## src/sv/psp_pkg.sv

```systemverilog
// ----------------------------------------------------------------------------
// psp_pkg
// The shared field width constant and controller/datapath command and status types for the
// price span and profit tracker.
// ----------------------------------------------------------------------------
package psp_pkg;

  localparam int FIELD_W = 32;

  typedef struct packed {
    logic load_in;
    logic rd_top;
    logic pop;
    logic push;
    logic load_out;
  } ctrl_t;

  typedef struct packed {
    logic empty;
    logic top_le;
    logic more;
  } stat_t;

endpackage

```

## src/sv/psp_ctrl.sv

```systemverilog
// ----------------------------------------------------------------------------
// psp_ctrl
// Sequencer: accept a price, pop the span stack one entry per cycle, push,
// then hand the result to the output register.
// ----------------------------------------------------------------------------
module psp_ctrl (
  input  logic            clk,
  input  logic            rst,
  input  logic            in_valid,
  output logic            in_ready,
  output logic            out_valid,
  input  logic            out_ready,
  input  psp_pkg::stat_t  stat,
  output psp_pkg::ctrl_t  ctrl
);
  import psp_pkg::*;

  localparam logic [1:0] S_IDLE = 2'd0;
  localparam logic [1:0] S_SCAN = 2'd1;
  localparam logic [1:0] S_PUSH = 2'd2;
  localparam logic [1:0] S_DONE = 2'd3;

  logic [1:0] state;
  logic [1:0] state_next;
  logic       out_free;

  assign in_ready = (state == S_IDLE);
  assign out_free = !out_valid || out_ready;

  always_comb begin
    state_next = state;
    ctrl       = '0;
    case (state)
      S_IDLE: begin
        if (in_valid) begin
          ctrl.load_in = 1'b1;
          if (stat.empty) begin
            state_next = S_PUSH;
          end else begin
            ctrl.rd_top = 1'b1;
            state_next  = S_SCAN;
          end
        end
      end
      S_SCAN: begin
        if (stat.top_le) begin
          ctrl.pop = 1'b1;
          if (!stat.more) begin
            state_next = S_PUSH;
          end
        end else begin
          state_next = S_PUSH;
        end
      end
      S_PUSH: begin
        ctrl.push  = 1'b1;
        state_next = S_DONE;
      end
      S_DONE: begin
        if (out_free) begin
          ctrl.load_out = 1'b1;
          state_next    = S_IDLE;
        end
      end
      default: state_next = S_IDLE;
    endcase
  end

  always_ff @(posedge clk) begin
    if (rst) begin
      state     <= S_IDLE;
      out_valid <= 1'b0;
    end else begin
      state <= state_next;
      if (ctrl.load_out) begin
        out_valid <= 1'b1;
      end else if (out_ready) begin
        out_valid <= 1'b0;
      end
    end
  end

endmodule

```

## config.mk

```make
export PLATFORM = sky130hd
export DESIGN_NAME = psp_ctrl
export DESIGN_NICKNAME = d
export VERILOG_FILES = /design/src/sv/psp_pkg.sv /design/src/sv/psp_ctrl.sv
export SDC_FILE = /design/constraint.sdc
export NUM_CORES = 1
export LEC_CHECK = 0
export BUFFER_PORTS_ARGS = -buffer_cell sky130_fd_sc_hd__clkbuf_2
export CORE_AREA = 5 5 42 44
export CTS_CLUSTER_SIZE = 14
export DETAILED_ROUTE_END_ITERATION = 8
export DIE_AREA = 0 0 47 49
export HOLD_SLACK_MARGIN = 0.15
export PLACE_DENSITY = 0.39
export SYNTH_ARGS = -nofsm -noshare
export SYNTH_HDL_FRONTEND = slang
export SYNTH_SLANG_ARGS = --single-unit
```

## constraint.sdc

```tcl
create_clock -name clk -period 4.9 [get_ports clk]
set_clock_uncertainty 0.2 [all_clocks]
set_input_delay 1.47 -clock clk [delete_from_list [all_inputs] [get_ports clk]]
set_output_delay 1.47 -clock clk [all_outputs]
set_load 0.02 [all_outputs]
```

==> run_results.csv, run 1 <==
group,metric,value,unit
run_status,outcome,"complete, no violations",
pwr,ir_drop,0.0002261,V
timing,max_freq,273.8,MHz
cells_and_area,fin_util,25.71,%
timing,fin_tns_setup,0,ns
grt,grt_usage,7.032,%
cells_and_area,layout-drive-gt1-share,45.45,%
logic_synthesis,avgSynthCellArea,9.222,µm²
cells_and_area,antenna_cells,0,
placement,dp_cells,56,
routing,totalWireLength,569,µm
grt,grt_pass1_wl,1.159,mm
setup_path,cp.arrival,1.98,ns
cells_and_area,final_area,360.3,µm²
pwr,p_int,0.0001155,W
setup_path,cp_top_family,"simple AND/OR/NAND/NOR gates",
timing,finalSetupViolCount,0,
setup_path,critPathMostFrequentCell,"clkbuf_2",
pwr,comb_power_share,58.0,%
pwr,switchingPower,0.00009423,W
routing,detail_route.drc_violations,0,
pwr,pwr-share-clk,20.3,%
logic_synthesis,synthCells,27,
routing,avgViaCountPerCell,3.967,
timing,slew_violations,0,
placement,place.port_buffers,13,
worst_hold_path,hold_depth,2,
setup_path,cp.required,3.23,ns
logic_synthesis,yosysWarningCount,0,
setup_path,crit_chain,"clkbuf_2 > and2_2 > nor2b_1 > clkbuf_2",
worst_hold_path,min_path_type,"reg2reg",
worst_hold_path,min_from,"out_valid",
timing,relSlewSlack,84.90,%
clock_network,clk_pin_slew,0.04,ns
setup_path,startpoint_type,"primary input",
clock_network,cts.sinks,3,
clock_network,cts_setup_buffers,0,
clock_network,cts_buffer_depth,2,
setup_path,r2r_cells,5,
floorplan,core_area,0.001401,mm²
setup_path,critPathMaxStageDelay,0.16,ns
pwr,power.leakage,0.2084,nW
pwr,fin_total_pwr,0.0002097,W
setup_path,rrSetupSlack,3.43,ns
clock_network,htreeDepth,1,
setup_path,critPathBufInv,2,
floorplan,row_count,14,
logic_synthesis,yosysSeqAreaShare,24.12,%
setup_path,reg2reg_from,"state[1]",
floorplan,dieArea,0.002303,mm²
logic_synthesis,synth_fp_nets,38,
timing,rsz0062_at_grt,"false",
timing,worst_pin_slew,0.2266,ns
timing,post-route-period-util,74.53,%
grt,gr-total-overflow,0,
timing,hold_violations,0,
routing,ant_nets,0,
logic_synthesis,synth-seq-cells,3,
routing,route.vias.total,238,
setup_path,reg2reg_to,"state[1]",
routing,wire_per_inst,9.483,µm
pwr,powerDensity,582.1,mW/mm²
logic_synthesis,synth_cell_types,18,
floorplan,io_pins,14,
pwr,seqPwrFrac,21.7,%
cells_and_area,layout_common_cells,"clkbuf_2, ha_1, inv_1, clkbuf_4, dfxtp_1",
clock_network,insertion_delay,0.23,ns
clock_network,numCtsBuffers,3,
worst_hold_path,hold_path_end,"out_valid",
grt,grt_max_degree,7,
setup_path,worstSetupPathType,"in2out",
floorplan,die_h,49,µm
setup_path,slowest_stage,"and2_2",
cells_and_area,area_delta_synth_final,44.72,%
logic_synthesis,syn_area,249.0,µm²
grt,antenna_found_initial,0,
clock_network,root_buffer,"clkbuf_4",
floorplan,die-width,47,µm
clock_network,ctsResizeCount,0,
timing,post-route-min-period,3.652,ns
routing,first_pass_iters,2,
setup_path,path_max_fanout,2,
cells_and_area,final_cells,60,
cells_and_area,fin_nets,56,
pwr,p_sw_share,44.93,%
floorplan,start_util,17.77,%
clock_network,cts_tree,"yes",
setup_path,endpoint_kind,"primary output",
routing,drt_iter0_drc,2,
clock_network,cts_hold_buf,0,
placement,postPlaceCellArea,334.1,µm²
grt,grt_pass1_vias,289,
placement,gp_congestion,0.5897,
flow_run,drv_cap,0,
cells_and_area,final_common_cell,"clkbuf_2",
[worst max path at each step]
stage / startpoint / end / slack [ns] / cells past startpoint
4_1_cts: in_valid / ctrl[3] / 1.24 / 4
5_1_grt: in_valid / ctrl[3] / 1.20 / 4
2_1_floorplan: in_valid / ctrl[3] / 1.21 / 2
3_3_place_gp: in_valid / ctrl[3] / 1.25 / 4
6_report: in_valid / ctrl[3] / 1.25 / 4
3_5_place_dp: in_valid / ctrl[3] / 1.24 / 4
[Yosys cell counts]
library cell / n / share of area (%)
nand2_1: 1 / 1.5
a211oi_1: 2 / 6.0
and2_2: 1 / 3.0
a21boi_0: 1 / 3.0
nand2b_2: 1 / 3.5
nor2b_1: 1 / 2.5
nand3b_4: 1 / 8.0
ha_1: 4 / 20
mux2i_1: 1 / 4.0
a31oi_1: 2 / 5.0
and3_4: 1 / 4.5
nor2_1: 1 / 1.5
and2_1: 1 / 2.5
inv_1: 3 / 4.5
dfxtp_1: 3 / 24
o21ai_0: 1 / 2.0
a21oi_1: 1 / 2.0
nand3_1: 1 / 2.0
[metal layers]
metal / global-route usage, % / routed length (µm) / part of all wire (%)
met3: 2.214 / 42 / 7.4
met1: 8.315 / 285 / 50
met2: 9.955 / 241 / 42
met5: 0 / 0 / 0
met4: 5.530 / 0 / 0
[stage by stage]
stage               hold WS [ns]  setup WS (ns)
floorplan                 0.3428          1.212
global placement          0.3864          1.248
detailed placement        0.3763          1.243
CTS                       0.3787          1.241
global route              0.4186          1.200
finish                    0.3702          1.248
[logic make-up (layout without fill, tap and decap cells)]
logic type / Yosys count / count (layout) / synth area share, %
adders and majority gates: 4 / 4 / 20.10
AOI/OAI and AO/OA: 7 / 7 / 18.09
muxes: 1 / 1 / 4.020
and+or+nand+nor: 9 / 9 / 29.15
DFF: 3 / 3 / 24.12
buffers and inverters: 3 / 20 / 4.522
[registers in the layout (all words and copies together), names as in the netlist]
| name | flops |
|---|---|
| out_valid | 1 |
| state | 2 |
[final cells by class]
class	instances	area (µm²)
multi-input combinational	21	177.7
timing repair buffer	13	65.06
inverter	3	11.26
sequential	3	60.06
fill	164	1041
tap	16	20.02
clock buffer	4	26.28
[power by group through the flow]
stage	clock [W]	combinational (W)	sequential, W
4_1_cts	0.0000448	0.000125	0.0000467
6_report	0.0000425	0.000122	0.0000456
3_5_place_dp	0	0.000124	0.0000463
2_1_floorplan	0	0.0000925	0.0000438
5_1_grt	0.0000485	0.000138	0.0000484
3_3_place_gp	0	0.000125	0.0000466
[tightest hold or removal path, stage by stage (launching register included)]
cell and delay [ns]:
dfxtp_1 0.34, a21oi_1 0.13, nor2_1 0.04
(Power assumes the default switching activity.)
==> run 2, diff against run 1 <==
==> constraint.sdc (replaced) <==
create_clock -name clk -period 3.53 [get_ports clk]
set_clock_uncertainty 0.2 [all_clocks]
set_input_delay 1.059 -clock clk [delete_from_list [all_inputs] [get_ports clk]]
set_output_delay 1.059 -clock clk [all_outputs]
set_load 0.02 [all_outputs]
==> run_results.csv, run 2 (synthesis gave the netlist of run 1 again) <==
group,metric,value,unit
run_status,outcome,"complete, no violations",
setup_path,critPathBufInv,2,
routing,drt_iter0_drc,2,
setup_path,reg2reg_from,"state[0]",
setup_path,r2r_cells,5,
routing,wire_per_inst,9.483,µm
routing,detail_route.drc_violations,0,
placement,dp_hpwl,467.1,µm
routing,route.vias.total,244,
worst_hold_path,hold_depth,2,
timing,slew_violations,0,
cells_and_area,area_delta_synth_final,44.72,%
clock_network,ctsResizeCount,0,
clock_network,cts_setup_buffers,0,
floorplan,die-width,47,µm
cells_and_area,layout-drive-gt1-share,45.45,%
pwr,ir_drop,0.0003298,V
setup_path,worstSetupPathType,"in2out",
cells_and_area,antenna_cells,0,
clock_network,insertion_delay,0.23,ns
floorplan,die_h,49,µm
floorplan,dieArea,0.002303,mm²
setup_path,critPathMostFrequentCell,"clkbuf_2",
cells_and_area,top_register,"state",
setup_path,endpoint_kind,"primary output",
setup_path,rrSetupSlack,2.07,ns
routing,avgViaCountPerCell,4.067,
setup_path,cp.required,2.27,ns
clock_network,clk_pin_slew,0.04,ns
grt,antenna_found_initial,0,
placement,place.port_buffers,13,
clock_network,cts_tree,"yes",
cells_and_area,largestRegisters,"state (2), out_valid (1)",
flow_run,drv_cap,0,
routing,totalWireLength,569,µm
setup_path,critPathMaxStageDelay,0.16,ns
clock_network,root_buffer,"clkbuf_4",
floorplan,row_count,14,
grt,grt_usage,6.610,%
timing,finalSetupViolCount,0,
timing,post-route-min-period,2.832,ns
pwr,fin_total_pwr,0.0002926,W
pwr,powerDensity,811.9,mW/mm²
clock_network,numCtsBuffers,3,
placement,gp_congestion,0.5869,
floorplan,io_pins,14,
clock_network,cts.sinks,3,
worst_hold_path,min_from,"out_valid",
setup_path,cp_top_family,"simple AND/OR/NAND/NOR gates",
clock_network,cts_hold_buf,0,
setup_path,slowest_stage,"and2_2",
grt,grt_max_degree,7,
cells_and_area,final_area,360.3,µm²
timing,post-route-period-util,80.22,%
setup_path,reg2reg_to,"state[1]",
placement,postPlaceCellArea,334.1,µm²
routing,ant_nets,0,
setup_path,crit_chain,"clkbuf_2 > and2_2 > nor2b_1 > clkbuf_2",
pwr,power.leakage,0.2084,nW
clock_network,htreeDepth,1,
timing,worst_pin_slew,0.2277,ns
timing,rsz0062_at_grt,"false",
grt,grt_pass1_vias,270,
timing,fin_tns_setup,0,ns
timing,max_freq,353.1,MHz
timing,relSlewSlack,84.82,%
cells_and_area,fin_nets,56,
setup_path,cp.arrival,1.57,ns
setup_path,startpoint_type,"primary input",
cells_and_area,largest_reg_flops,2,
cells_and_area,final_common_cell,"clkbuf_2",
worst_hold_path,hold_path_end,"out_valid",
cells_and_area,final_cells,60,
cells_and_area,n_fill_cell,166,
floorplan,core_area,0.001401,mm²
placement,dp_cells,56,
grt,grt_pass1_wl,1.062,mm
worst_hold_path,min_path_type,"reg2reg",
setup_path,path_max_fanout,2,
routing,first_pass_iters,2,
floorplan,start_util,17.77,%
cells_and_area,layout_common_cells,"clkbuf_2, ha_1, inv_1, clkbuf_4, dfxtp_1",
timing,hold_violations,0,
grt,gr-total-overflow,0,
clock_network,cts_buffer_depth,2,
run 2: cell counts in the layout (fill, tap and decap cells not counted):
Identical to the previous run, type by type.
run 2: metrics by stage:
step | hold WS, ns | worst slack [ns] | utilization (%)
after floorplan | 0.3428 | 0.6643 | -
after CTS | 0.3920 | 0.6930 | 25.71
after detailed placement | 0.3864 | 0.6933 | 23.84
final | 0.3851 | 0.6982 | 25.71
after global routing | 0.4500 | 0.6473 | 25.71
after global placement | 0.3833 | 0.7020 | 23.84
run 2: cell type report:
type                       count  area (µm²)  share of cell area [%]
clock buffer                   4       26.28                   7.292
inverter                       3       11.26                   3.125
multi-input combinational     21       177.7                   49.31
sequential                     3       60.06                   16.67
tap                           16       20.02                   5.556
timing repair buffer          13       65.06                   18.06
run 2: how the worst max path moves through the flow:
stage,from,to,slack (ns),cells past startpoint
after floorplan,in_valid,ctrl[3],0.66,2
after global placement,in_valid,ctrl[3],0.70,4
after detailed placement,in_valid,ctrl[3],0.69,4
after CTS,in_valid,ctrl[3],0.69,4
after global routing,out_ready,ctrl[0],0.65,4
final,in_valid,ctrl[3],0.70,4
run 2: layer usage:
layer  wire (µm)  global-route usage, %  vias to the layer above
li1            -                      -                      127
met1         262                  8.096                      105
met2         256                  8.824                       12
met3          51                  2.214                        0
met4           0                  5.530                        0
met5           0                      0                        -
run 2: power breakdown:
group	switching (W)	leakage, nW	internal [W]	total [W]
logic	0.0000984	0.169	0.0000713	0.000170
registers	0.0000167	0.0248	0.0000470	0.0000638
clock network	0.0000169	0.0150	0.0000423	0.0000592
total	0.000132	0.208	0.000161	0.000293
run 2: tightest hold or removal path, cell delays in order (launching register included):
cell	delay [ns]
dfxtp_1	0.34
a21oi_1	0.14
nor2_1	0.05
